--- config.mk ---
export PLATFORM = sky130hd
export DESIGN_NAME = morse_state_beeper_flat
export DESIGN_NICKNAME = d
export VERILOG_FILES = /design/src/rtl/msb_pkg.sv /design/src/rtl/msb_in_if.sv /design/src/rtl/msb_out_if.sv /design/src/rtl/msb_cfg_if.sv /design/src/rtl/msb_cfg_regs.sv /design/src/rtl/msb_seq.sv /design/src/rtl/morse_state_beeper.sv /design/src/flat_wrapper.sv
export SDC_FILE = /design/constraint.sdc
export NUM_CORES = 1
export LEC_CHECK = 0
export BUFFER_PORTS_ARGS = -buffer_cell sky130_fd_sc_hd__buf_2
export CORE_UTILIZATION = 25
export CTS_CLUSTER_DIAMETER = 120
export DETAILED_ROUTE_END_ITERATION = 8
export GPL_TIMING_DRIVEN = 0
export PLACE_DENSITY = 0.42
export SLEW_MARGIN = 5
export SYNTH_ARGS = -nofsm -noshare
export SYNTH_HDL_FRONTEND = slang
export SYNTH_HIERARCHICAL = 1
export SYNTH_SLANG_ARGS = --single-unit
--- constraint.sdc ---
create_clock -name clk -period 13.4 [get_ports clk]
set_input_delay 2.68 -clock clk [delete_from_list [all_inputs] [get_ports clk]]
set_output_delay 2.68 -clock clk [all_outputs]
set_load 0.01 [all_outputs]
--- src/rtl/msb_pkg.sv ---
// ----------------------------------------------------------------------------
// msb_pkg
// types, constants and pattern tables of the morse status beeper
// ----------------------------------------------------------------------------
package msb_pkg;

  localparam int unsigned NUM_CODES    = 10;
  localparam int unsigned MAX_ELEMENTS = 6;
  localparam int unsigned CFG_ADDR_W   = 4;

  localparam logic [CFG_ADDR_W-1:0] REG_DOT       = CFG_ADDR_W'(0);
  localparam logic [CFG_ADDR_W-1:0] REG_DASH      = CFG_ADDR_W'(1);
  localparam logic [CFG_ADDR_W-1:0] REG_GAP       = CFG_ADDR_W'(2);
  localparam logic [CFG_ADDR_W-1:0] REG_END_PAUSE = CFG_ADDR_W'(3);

  localparam logic [15:0] DOT_RESET       = 16'd20;
  localparam logic [15:0] DASH_RESET      = 16'd60;
  localparam logic [15:0] GAP_RESET       = 16'd20;
  localparam logic [15:0] END_PAUSE_RESET = 16'd40;

  // sequencer phases
  localparam logic [2:0] PH_START = 3'd0;
  localparam logic [2:0] PH_TONE  = 3'd1;
  localparam logic [2:0] PH_GAP   = 3'd2;
  localparam logic [2:0] PH_END   = 3'd3;
  localparam logic [2:0] PH_WAIT  = 3'd4;

  // pattern length and dash mask, bit i set: element i is a dash
  localparam logic [3:0] PAT_LEN [16] = '{
    4'd3, 4'd2, 4'd4, 4'd4, 4'd4, 4'd2, 4'd3, 4'd2,
    4'd4, 4'd6, 4'd6, 4'd6, 4'd6, 4'd6, 4'd6, 4'd6
  };
  localparam logic [7:0] PAT_DASH [16] = '{
    8'h00, 8'h00, 8'h06, 8'h01, 8'h05, 8'h02, 8'h01, 8'h03,
    8'h02, 8'h2A, 8'h2A, 8'h2A, 8'h2A, 8'h2A, 8'h2A, 8'h2A
  };

  typedef struct packed {
    logic [15:0] dot_ticks;
    logic [15:0] dash_ticks;
    logic [15:0] gap_ticks;
    logic [15:0] end_pause_ticks;
  } msb_cfg_t;

  function automatic logic [15:0] min_one(input logic [15:0] v);
    return (v == 16'd0) ? 16'd1 : v;
  endfunction

  function automatic logic [3:0] pattern_index(input logic [3:0] code);
    return (5'(code) < 5'(NUM_CODES)) ? code : 4'(NUM_CODES - 1);
  endfunction

  function automatic logic [3:0] pattern_length(input logic [3:0] idx);
    logic [3:0] len;
    len = PAT_LEN[idx];
    return (len > 4'(MAX_ELEMENTS)) ? 4'(MAX_ELEMENTS) : len;
  endfunction

  function automatic logic [15:0] element_ticks(input logic [3:0] idx,
                                                input logic [2:0] el,
                                                input msb_cfg_t cfg);
    logic is_dash;
    is_dash = PAT_DASH[idx][el];
    return min_one(is_dash ? cfg.dash_ticks : cfg.dot_ticks);
  endfunction

endpackage

--- src/rtl/msb_in_if.sv ---
// ----------------------------------------------------------------------------
// msb_in_if
// tick request channel carrying the current state code
// ----------------------------------------------------------------------------
interface msb_in_if;
  logic       valid;
  logic       ready;
  logic [3:0] state_code;

  modport source (output valid, output state_code, input ready);
  modport sink (input valid, input state_code, output ready);
endinterface

--- src/rtl/msb_out_if.sv ---
// ----------------------------------------------------------------------------
// msb_out_if
// result channel with tone, playing flag and latched pattern index
// ----------------------------------------------------------------------------
interface msb_out_if;
  logic       valid;
  logic       ready;
  logic       tone_on;
  logic       playing;
  logic [3:0] latched_code;

  modport source (output valid, output tone_on, output playing, output latched_code,
                  input ready);
  modport sink (input valid, input tone_on, input playing, input latched_code,
                output ready);
endinterface

--- src/rtl/msb_cfg_if.sv ---
// ----------------------------------------------------------------------------
// msb_cfg_if
// register write channel
// ----------------------------------------------------------------------------
interface msb_cfg_if;
  logic        valid;
  logic        ready;
  logic [3:0]  addr;
  logic [15:0] data;

  modport source (output valid, output addr, output data, input ready);
  modport sink (input valid, input addr, input data, output ready);
endinterface

--- src/rtl/msb_cfg_regs.sv ---
// ----------------------------------------------------------------------------
// msb_cfg_regs
// duration registers written over the configuration channel
// ----------------------------------------------------------------------------
module msb_cfg_regs import msb_pkg::*; (
  input  logic      clk,
  input  logic      rst,
  msb_cfg_if.sink   cfg,
  output msb_cfg_t  regs
);

  msb_cfg_t regs_next;

  assign cfg.ready = 1'b1;

  always_comb begin
    regs_next = regs;
    if (cfg.valid) begin
      unique case (cfg.addr)
        REG_DOT:       regs_next.dot_ticks       = cfg.data;
        REG_DASH:      regs_next.dash_ticks      = cfg.data;
        REG_GAP:       regs_next.gap_ticks       = cfg.data;
        REG_END_PAUSE: regs_next.end_pause_ticks = cfg.data;
        default: ;
      endcase
    end
  end

  always_ff @(posedge clk) begin
    if (rst) begin
      regs.dot_ticks       <= DOT_RESET;
      regs.dash_ticks      <= DASH_RESET;
      regs.gap_ticks       <= GAP_RESET;
      regs.end_pause_ticks <= END_PAUSE_RESET;
    end else begin
      regs <= regs_next;
    end
  end

endmodule

--- src/rtl/msb_seq.sv ---
// ----------------------------------------------------------------------------
// msb_seq
// input register, pattern sequencer and result register
// ----------------------------------------------------------------------------
module msb_seq import msb_pkg::*; (
  input  logic       clk,
  input  logic       rst,
  input  msb_cfg_t   regs,
  msb_in_if.sink     item,
  msb_out_if.source  result
);

  logic        s1_valid;
  logic [3:0]  s1_code;
  logic        adv;

  logic [2:0]  phase, phase_next;
  logic [2:0]  element_index, element_index_next;
  logic [15:0] countdown, countdown_next;
  logic [3:0]  reported_code, reported_code_next;

  logic        latch;
  logic [3:0]  cur_code;
  logic [3:0]  idx;
  logic [2:0]  cur_phase;
  logic [2:0]  cur_el;
  logic [15:0] cur_cnt;
  logic [15:0] dec;
  logic        tone, play;

  assign adv        = s1_valid && (!result.valid || result.ready);
  assign item.ready = !s1_valid || adv;

  always_comb begin
    latch     = (phase == PH_START) || ((phase == PH_WAIT) && (s1_code != reported_code));
    cur_code  = latch ? s1_code : reported_code;
    idx       = pattern_index(cur_code);
    cur_phase = latch ? PH_TONE : phase;
    cur_el    = latch ? 3'd0 : element_index;
    cur_cnt   = latch ? element_ticks(idx, 3'd0, regs) : countdown;
    dec       = cur_cnt - 16'd1;

    phase_next         = cur_phase;
    element_index_next = cur_el;
    countdown_next     = cur_cnt;
    reported_code_next = cur_code;
    tone               = 1'b0;
    play               = 1'b0;

    unique case (cur_phase)
      PH_TONE: begin
        tone           = 1'b1;
        play           = 1'b1;
        countdown_next = dec;
        if (dec == 16'd0) begin
          phase_next     = PH_GAP;
          countdown_next = min_one(regs.gap_ticks);
        end
      end
      PH_GAP: begin
        play           = 1'b1;
        countdown_next = dec;
        if (dec == 16'd0) begin
          if (({1'b0, cur_el} + 4'd1) < pattern_length(idx)) begin
            element_index_next = cur_el + 3'd1;
            phase_next         = PH_TONE;
            countdown_next     = element_ticks(idx, cur_el + 3'd1, regs);
          end else begin
            phase_next     = PH_END;
            countdown_next = min_one(regs.end_pause_ticks);
          end
        end
      end
      PH_END: begin
        play           = 1'b1;
        countdown_next = dec;
        if (dec == 16'd0) begin
          phase_next = PH_WAIT;
        end
      end
      default: ;
    endcase
  end

  always_ff @(posedge clk) begin
    if (rst) begin
      s1_valid      <= 1'b0;
      result.valid  <= 1'b0;
      phase         <= PH_START;
      element_index <= 3'd0;
      countdown     <= 16'd0;
      reported_code <= 4'd0;
    end else begin
      if (item.valid && item.ready) begin
        s1_valid <= 1'b1;
      end else if (adv) begin
        s1_valid <= 1'b0;
      end
      if (adv) begin
        result.valid  <= 1'b1;
        phase         <= phase_next;
        element_index <= element_index_next;
        countdown     <= countdown_next;
        reported_code <= reported_code_next;
      end else if (result.ready) begin
        result.valid <= 1'b0;
      end
    end
  end

  always_ff @(posedge clk) begin
    if (item.valid && item.ready) begin
      s1_code <= item.state_code;
    end
    if (adv) begin
      result.tone_on      <= tone;
      result.playing      <= play;
      result.latched_code <= idx;
    end
  end

endmodule

--- src/rtl/morse_state_beeper.sv ---
// an accepted tick request passes the input register, then the result register
// throughput: one tick per cycle unless results stall; sequencer update is one
//   countdown decrement and a pattern table lookup between two registers
// reset (rst, synchronous): pipeline empty, durations 20/60/20/40 ticks,
//   the first tick after reset latches its code and starts the pattern
// ----------------------------------------------------------------------------
// morse_state_beeper
// sounds the current state code as a morse pattern, one result per tick
// ----------------------------------------------------------------------------
module morse_state_beeper import msb_pkg::*; (
  input  logic       clk,
  input  logic       rst,
  msb_in_if.sink     item,
  msb_out_if.source  result,
  msb_cfg_if.sink    cfg
);

  msb_cfg_t regs;

  msb_cfg_regs u_cfg_regs (
    .clk  (clk),
    .rst  (rst),
    .cfg  (cfg),
    .regs (regs)
  );

  msb_seq u_seq (
    .clk    (clk),
    .rst    (rst),
    .regs   (regs),
    .item   (item),
    .result (result)
  );

endmodule

--- src/flat_wrapper.sv ---
// flat-port wrapper written by rule: the top's interface ports become plain ports
module morse_state_beeper_flat import msb_pkg::*;
  (clk, rst, item_valid, item_state_code, item_ready, result_valid, result_tone_on, result_playing, result_latched_code, result_ready, cfg_valid, cfg_addr, cfg_data, cfg_ready);
  msb_in_if item_i ();
  msb_out_if result_i ();
  msb_cfg_if cfg_i ();
  input  logic clk;
  input  logic rst;
  input wire logic [$bits(item_i.valid)-1:0] item_valid;
  input wire logic [$bits(item_i.state_code)-1:0] item_state_code;
  output wire logic [$bits(item_i.ready)-1:0] item_ready;
  output wire logic [$bits(result_i.valid)-1:0] result_valid;
  output wire logic [$bits(result_i.tone_on)-1:0] result_tone_on;
  output wire logic [$bits(result_i.playing)-1:0] result_playing;
  output wire logic [$bits(result_i.latched_code)-1:0] result_latched_code;
  input wire logic [$bits(result_i.ready)-1:0] result_ready;
  input wire logic [$bits(cfg_i.valid)-1:0] cfg_valid;
  input wire logic [$bits(cfg_i.addr)-1:0] cfg_addr;
  input wire logic [$bits(cfg_i.data)-1:0] cfg_data;
  output wire logic [$bits(cfg_i.ready)-1:0] cfg_ready;
  assign item_i.valid = item_valid;
  assign item_i.state_code = item_state_code;
  assign item_ready = item_i.ready;
  assign result_valid = result_i.valid;
  assign result_tone_on = result_i.tone_on;
  assign result_playing = result_i.playing;
  assign result_latched_code = result_i.latched_code;
  assign result_i.ready = result_ready;
  assign cfg_i.valid = cfg_valid;
  assign cfg_i.addr = cfg_addr;
  assign cfg_i.data = cfg_data;
  assign cfg_ready = cfg_i.ready;
  morse_state_beeper u_core (.clk(clk), .rst(rst), .item(item_i), .result(result_i), .cfg(cfg_i));
endmodule
==> results of run 1 <==
==> power by group <==
part	internal, mW	switching, mW
clock network	0.152	0.143
registers	0.318	0.0102
logic	0.0646	0.122
==> placed cells by master (no fill, tap or decap), drive strengths merged, types with 17 or more instances in the layout <==
master,instances
nand2b,72
nor2,70
nor4,17
a211oi,17
clkbuf,34
buf,56
nor3,21
nand2,55
mux2i,86
a21oi,25
dfxtp,92
o21ai,29
==> kinds of logic after synthesis <==
logic type      Yosys count  share of synthesized area (%)
compound gates          149                           17.0
xor+xnor                 22                           3.14
fa+ha+maj                 5                          0.981
buf+inv                  54                           4.20
flops                   102                           33.6
mux                      90                           14.5
other cells               1                         0.0588
simple gates            304                           26.5
==> metal layers <==
metal	vias to the layer above	routed length, µm
met5	-	0
met4	0	518
met3	29	899
met2	146	10800
met1	2768	11300
li1	2753	-
==> through the flow <==
stage          cells  power (mW)  util [%]  hold slack, ns
2_1_floorplan    727       0.461         -           0.445
3_3_place_gp    1093       0.520      27.8           0.466
3_5_place_dp    1093       0.519      27.8           0.471
4_1_cts         1109       0.815      29.1           0.485
5_1_grt         1109       0.848      29.1           0.521
6_report        1109       0.810      29.1           0.481
==> area by class of cell <==
cell class	count	area share, %
Sequential cell	102	29.4
Buffer	45	3.21
Clock inverter	7	1.37
Multi-Input combinational cell	571	54.4
Inverter	9	0.463
Tap cell	330	5.66
Timing Repair Buffer	36	2.47
Clock buffer	9	3.09
==> registers in the layout (all words and copies together) (netlist names) <==
signal and flops:
u_core/u_seq/countdown 16, u_core/u_seq/result.tone_on 1, u_core/u_seq/result.latched_code 4, u_core/u_seq/s1_valid 1, u_core/u_seq/result.playing 1, u_core/u_seq/s1_code 4
u_core/u_seq/element_index 3, u_core/u_seq/phase 3, u_core/u_seq/reported_code 4, u_core/u_seq/result.valid 1, u_core/u_cfg_regs/regs 64
==> final timing paths <==
check,start,end,depth (start not counted)
setup / recovery,u_core/u_seq/s1_code[2],u_core/u_seq/countdown[8],17
hold / removal,u_core/u_seq/element_index[1],u_core/u_seq/element_index[1],2
setup reg to reg,u_core/u_seq/s1_code[2],u_core/u_seq/countdown[8],17
hold reg to reg,u_core/u_seq/element_index[1],u_core/u_seq/element_index[1],2
==> critical path, cell delays in order (launching register included) <==
cell and delay [ns]:
edfxtp_1 0.36, buf_2 0.20, xnor2_1 0.19, nand4_2 0.27, o21ai_0 0.55, clkbuf_1 0.53, clkbuf_1 0.53, nor2_1 0.11
a21oi_1 0.26, ha_1 0.26, o31ai_1 0.21, nor4b_4 0.39, xnor2_1 0.20, nor4_1 1.00, and4_1 0.36, buf_6 0.18
a32oi_1 0.11, a211oi_1 0.27
==> metrics.txt, run 1 <==
Final Critical Period=6.07 ns; Crit. End Element=flop; core area=0.0251 mm²; # port buffers=36; placement-stage cell area=0.00697 mm²; Resize count post-CTS=0; area of the multi-input gates=0.00397 mm²; post-synthesis sequential area ratio=33.6%; Detailed Place HPWL=18.0 mm; CTS Buf Count=9; number of synthesized flops with an enable pin=10; # Post-CTS Setup Buffers=0; CTS sink cnt=102; Slew Viols, Final=0; drt initial violations=304; total of max-cap violations=0; met3 GRT Util=2.66%; area grow syn2layout=14.4%; Wirelength per Cell=21.2 µm; Register Area=0.00214 mm²; Congestion Overflow GR=0; CTS root buf=clkbuf_16; pin count of the biggest net entering global routing=21; Fin Setup TNS=0 ns; post-synth cell types=84; total wire length=23.5 mm; met2 Track Usage GR=30.0%; fin nets=808; top_reg_cell synth=dfxtp_1; top-area cell type share of the netlist area=28.9%; Worst R2R Setup Slack=7.33 ns; #FFs+latches synth=102; status=finished clean; Worst Path Required=13.67 ns; H-tree Lvls=3; pre-CTS WS=7.42 ns; fmax=165 MHz; GP Congestion=0.893; power density cells=111 mW/mm²; clk_skew=0.0126 ns; Slew headroom=16.7%; cell area after layout=0.00729 mm²; synth warn=6; First-pass DRT Iterations=5; Final Hold Fails=0; starting density of the core=25.4%; Antenna Nets Post-Route=0; Ant. Diodes=0; Global Route met1 Usage=25.1%; maximum vdd ir drop=0.0552 mV; vias in the first global route=5733; CP Launch Type=flop; Hold/Removal Path Class=reg -> reg; GRT Total Usage=18.5%; row count=58; Mapped Nets=761; Most Used Layer, Global Route=met2; final worst slack=7.33 ns; I/O Pins=38; final setup fails=0; Gate Count Post-Synth=727; count leader, synth=dfxtp_1; top cells by area, synth=dfxtp_1 (29%), mux2i_1 (13%), nand2b_1 (7.1%); Worst-Margin Slew=1.22 ns; DRC viols=0; initial antenna violation count=0; Hold-fix buffers, CTS=0; synth cell count leaders=dfxtp_1 (92), mux2i_1 (85), nand2b_1 (72); CP Max Fanout=10; Vias=5696; Clock Path Buffers=2; drt via density=5.14; Die Y=162 µm; clock insertion delay at the later pin of the skew report=0.36 ns; cell accounting for the most synthesized area=dfxtp_1; Pleak=2.83 nW; RSZ-0062 raised after global routing=no; layout cell share with drive strength beyond 1=13.1%; CP arrival=6.35 ns; post-synthesis area per instance=8.77 µm²; Chip Width=162 µm; clock-pin slew on the worst setup and hold paths=0.08 ns; mapped cell area=0.00638 mm²; DIE AREA=0.0261 mm²; critical path type=reg -> reg; CTS tree=yes; fraction of registers with async set/reset=0%; first-pass GRT wire length=36.0 mm; part of the cycle the worst path needs=45.3%; fillers=2774
No activity file was read; power rests on OpenSTA's default activity.
==> run 2, diff against run 1 <==
==> constraint.sdc (replaced) <==
create_clock -name clk -period 6.03 [get_ports clk]
set_input_delay 1.206 -clock clk [delete_from_list [all_inputs] [get_ports clk]]
set_output_delay 1.206 -clock clk [all_outputs]
set_load 0.01 [all_outputs]
==> metrics.txt, run 2 (synthesis gave the netlist of run 1 again) <==
status=finished clean; Wirelength per Cell=21.2 µm; Hold Slack=0.483 ns; first-pass GRT wire length=36.0 mm; Die Y=162 µm; CTS tree=yes; Largest Register=u_core/u_cfg_regs/regs; final setup fails=0; uppermost layer routed=met4; drt via density=5.15; initial antenna violation count=0; Antenna Nets Post-Route=0; CTS sink cnt=102; Vias=5709; clk_skew=0.0130 ns; power density cells=247 mW/mm²; drt initial violations=323; cell area after layout=0.00730 mm²; met1 WL=11.1 mm; met3 wire length=1.02 mm; Hold/Removal Path Class=reg -> reg; fmax=177 MHz; Inst Count DP=1093; DIE AREA=0.0261 mm²; Slew headroom=27.2%; Final Hold Fails=0; wire length on met2=10.9 mm; most frequent cells in the layout=dfxtp_1 (92), mux2i_1 (84), nand2b_1 (72); # port buffers=36; fillers=2777; commonest non-fill, non-tap cell in the layout=dfxtp_1; Congestion Overflow GR=0; H-tree Lvls=3; I/O Pins=38; fin cells=1109; core area=0.0251 mm²; CTS root buf=clkbuf_16; part of the cycle the worst path needs=93.8%; CP Launch Type=flop; worst r2r src=u_core/u_seq/s1_code[2]; Worst Path Required=6.28 ns; DRC viols=0; Crit. End Element=flop; area of the multi-input gates=0.00398 mm²; placement-stage cell area=0.00697 mm²; largest registers=u_core/u_cfg_regs/regs x64, u_core/u_seq/countdown x16; # Post-CTS Setup Buffers=0; pin count of the biggest net entering global routing=21; Pleak=2.83 nW; GP Congestion=0.893; clock-pin slew on the worst setup and hold paths=0.08 ns; Detailed Place HPWL=18.0 mm; Fin Setup TNS=0 ns; Chip Width=162 µm; Clock Path Buffers=2; Resize count post-CTS=0; final core occ=29.1%; total of max-cap violations=0; slowest CP cell=mux2i_2; area grow syn2layout=14.6%; maximum vdd ir drop=0.123 mV; crit-path cells=buf_2, xnor2_1, nand4_2, o21ai_1, clkbuf_1, clkbuf_1, and2_1, ha_1, mux4_2, mux2i_2, buf_2, mux2i_1, o21ai_0, a221oi_2, o22ai_1; fin nets=808; max reg flops=64; Ant. Diodes=0; vias in the first global route=5733; critical path startpoint=u_core/u_seq/s1_code[2]; CP arrival=5.90 ns; Hold-fix buffers, CTS=0; layout cell share with drive strength beyond 1=13.4%; total wire length=23.5 mm; First-pass DRT Iterations=4; clock insertion delay at the later pin of the skew report=0.36 ns; hold wc startpoint=u_core/u_seq/element_index[1]; Crit path max-delay family=buffers and inverters; Worst-Margin Slew=1.08 ns; GRT Total Usage=18.5%; row count=58; Register Area=0.00214 mm²; crit path buf inv count=4; starting density of the core=25.4%; Slew Viols, Final=0; critical path type=reg -> reg; CP Max Fanout=10; Final Critical Period=5.66 ns; RSZ-0062 raised after global routing=no; CTS Buf Count=9; largest stage delay on the critical path=0.68 ns
run 2: changes by cell type in the layout (fill, tap and decap cells not counted):
cell,delta
o21ai_0,-1
mux2i_1,-1
mux2i_2,+1
nor4_1,-1
nor4_2,+1
o21ai_1,+1
run 2: path summary, 6_finish.rpt:
| path | end | cells after the start | slack [ns] |
|---|---|---|---|
| worst min register to register | u_core/u_seq/element_index[1] | 2 | 0.48 |
| worst min-delay path | u_core/u_seq/element_index[1] | 2 | 0.48 |
| worst max register to register | u_core/u_seq/countdown[14] | 15 | 0.37 |
| worst max-delay path | u_core/u_seq/countdown[14] | 15 | 0.37 |
run 2: layer usage:
metal / global-route usage [%] / up-vias
li1: - / 2750
met1: 25.1 / 2773
met2: 30.0 / 157
met3: 2.66 / 29
met4: 5.92 / 0
met5: 0 / -
run 2: worst min-delay path, delay by kind of cell, from the launching register on:
kind / cells / cell delay [ns]
AND/OR/NAND/NOR: 2 / 0.13
flip-flops: 1 / 0.31
run 2: layout make-up:
cell class | count | area share, %
multi-input combinational | 571 | 54.4
sequential | 102 | 29.3
tap | 330 | 5.65
buffer | 45 | 3.20
clock buffer | 9 | 3.08
timing repair buffer | 36 | 2.47
clock inverter | 7 | 1.37
inverter | 9 | 0.462
run 2: power breakdown:
group / leakage [nW] / total (mW) / internal [mW] / switching (mW)
clock: 0.158 / 0.656 / 0.337 / 0.319
sequential: 0.839 / 0.729 / 0.706 / 0.0225
combinational: 1.84 / 0.417 / 0.144 / 0.273
run 2: per-stage QoR:
| step | setup WS, ns | power (mW) |
|---|---|---|
| 6_report | 0.372 | 1.80 |
| 5_1_grt | 0.0791 | 1.89 |
| 4_1_cts | 0.0569 | 1.81 |
| 3_5_place_dp | 0.0469 | 1.15 |
| 3_3_place_gp | 0.0243 | 1.16 |
| 2_1_floorplan | 1.64 | 1.02 |
==> run 3, diff against run 2 <==
--- a/config.mk
+++ b/config.mk
@@ -10,7 +10,6 @@
 export CTS_CLUSTER_DIAMETER = 120
 export DETAILED_ROUTE_END_ITERATION = 8
 export GPL_TIMING_DRIVEN = 0
-export PLACE_DENSITY = 0.42
 export SLEW_MARGIN = 5
 export SYNTH_ARGS = -nofsm -noshare
 export SYNTH_HDL_FRONTEND = slang
==> metrics.txt, run 3 (synthesis gave the netlist of run 1 again) <==
status=finished clean; First-pass DRT Iterations=6; part of the cycle the worst path needs=94.3%; layout cell share with drive strength beyond 1=13.4%; Congestion Overflow GR=0; maximum vdd ir drop=0.173 mV; first-pass GRT wire length=33.1 mm; crit-path cells=buf_2, xnor2_1, nand4_2, o21ai_1, clkbuf_1, clkbuf_2, and2_1, ha_1, mux4_2, mux2i_1, buf_2, mux2i_1, o21ai_0, a32oi_1, a211oi_1; fin nets=808; CTS tree=yes; fin cells=1109; area grow syn2layout=14.1%; Antenna Nets Post-Route=0; clk_skew=0.0136 ns; drt via density=5.26; row count=58; GP Congestion=0.969; worst r2r src=u_core/u_seq/s1_code[2]; fillers=2717; Hold Slack=0.476 ns; H-tree Lvls=3; RSZ-0062 raised after global routing=no; Chip Width=162 µm; Worst-Margin Slew=1.11 ns; clock-pin slew on the worst setup and hold paths=0.08 ns; # Post-CTS Setup Buffers=0; # port buffers=36; CP arrival=5.90 ns; critical path startpoint=u_core/u_seq/s1_code[2]; slowest CP cell=mux2i_1; I/O Pins=38; R2R depth=15; final worst slack=0.341 ns; total wire length=21.8 mm; DIE AREA=0.0261 mm²; CTS Buf Count=9; initial antenna violation count=0; Hold/Removal Path Class=reg -> reg; Largest Register=u_core/u_cfg_regs/regs; Die Y=162 µm; vias in the first global route=5451; critical path type=reg -> reg; Worst R2R Setup Slack=0.34 ns; Slew headroom=24.1%; largest stage delay on the critical path=0.83 ns; Clock Path Buffers=2; final setup fails=0; CTS root buf=clkbuf_16; fmax=176 MHz; Pleak=2.82 nW; DRC viols=0; largest registers=u_core/u_cfg_regs/regs x64, u_core/u_seq/countdown x16; CP Launch Type=flop; CTS sink cnt=102; FF-to-FF End=u_core/u_seq/countdown[5]; Critical path destination=u_core/u_seq/countdown[5]; power density cells=240 mW/mm²; total of max-cap violations=0; Vias=5832; most frequent cells in the layout=dfxtp_1 (92), mux2i_1 (85), nand2b_1 (72); GRT Total Usage=16.7%; Crit. End Element=flop; drt initial violations=564; Ant. Diodes=0; Worst Path Required=6.24 ns; core area=0.0251 mm²; commonest non-fill, non-tap cell in the layout=dfxtp_1; CP Max Fanout=10; Fin Setup TNS=0 ns; pre-CTS WS=0.172 ns; Final Hold Fails=0; Slew Viols, Final=0; Detailed Place HPWL=16.4 mm; starting density of the core=25.4%; Overall Power=1.75 mW; clock insertion delay at the later pin of the skew report=0.36 ns; Inst Count DP=1093; Wirelength per Cell=19.7 µm; Final Critical Period=5.69 ns; max reg flops=64; pin count of the biggest net entering global routing=21
==> run 3: worst min-delay path by stage <==
stage,slack (ns),from,cells after the start,endpoint
global route,0.51,u_core/u_seq/element_index[1],2,u_core/u_seq/element_index[1]
finish,0.48,u_core/u_seq/element_index[1],2,u_core/u_seq/element_index[1]
floorplan,0.45,u_core/u_seq/element_index[1],2,u_core/u_seq/element_index[1]
detailed placement,0.46,u_core/u_seq/element_index[1],2,u_core/u_seq/element_index[1]
global placement,0.47,u_core/u_seq/element_index[1],2,u_core/u_seq/element_index[1]
CTS,0.48,u_core/u_seq/element_index[1],2,u_core/u_seq/element_index[1]
==> run 3: report_power, final <==
part           switching [mW]  total [mW]  internal [mW]
Sequential             0.0214       0.728          0.706
Combinational           0.273       0.417          0.144
Clock                   0.310       0.603          0.293
Total                   0.604        1.75           1.14
==> run 3: final cells by class <==
cell class / instances / area (µm²) / share of cell area, %
Multi-Input combinational cell: 571 / 3970 / 54.6
Sequential cell: 102 / 2140 / 29.4
Tap cell: 330 / 413 / 5.68
Buffer: 45 / 235 / 3.23
Clock buffer: 9 / 225 / 3.10
Timing Repair Buffer: 36 / 180 / 2.48
Clock inverter: 7 / 72.6 / 0.998
Inverter: 9 / 33.8 / 0.464
==> run 3: per-layer routing <==
| metal | up-vias | track usage [%] | routed length, µm |
|---|---|---|---|
| li1 | 2766 | - | - |
| met1 | 2789 | 22.4 | 10000 |
| met2 | 226 | 25.8 | 9660 |
| met3 | 51 | 3.63 | 1440 |
| met4 | 0 | 6.73 | 691 |
| met5 | - | 0 | 0 |
==> run 3: worst max-delay path, delay by kind of cell (launching register included) <==
kind            cells  cell delay, ns
mux                 3            1.55
buf+inv             4            1.56
xor+xnor            1            0.21
flops               1            0.37
simple gates        2            0.51
compound gates      4            1.09
fa+ha+maj           1            0.23
==> run 3: per-stage QoR <==
step	area, µm²	utilization, %
5_1_grt	7270	29.0
3_3_place_gp	6970	27.8
6_report	7270	29.0
3_5_place_dp	6970	27.8
2_1_floorplan	6380	-
4_1_cts	7270	28.9
==> run 3: timing repair <==
action                     CTS  global route
setup endpoints to repair    0            20
hold buffers                 0             0
resized for setup            0             4
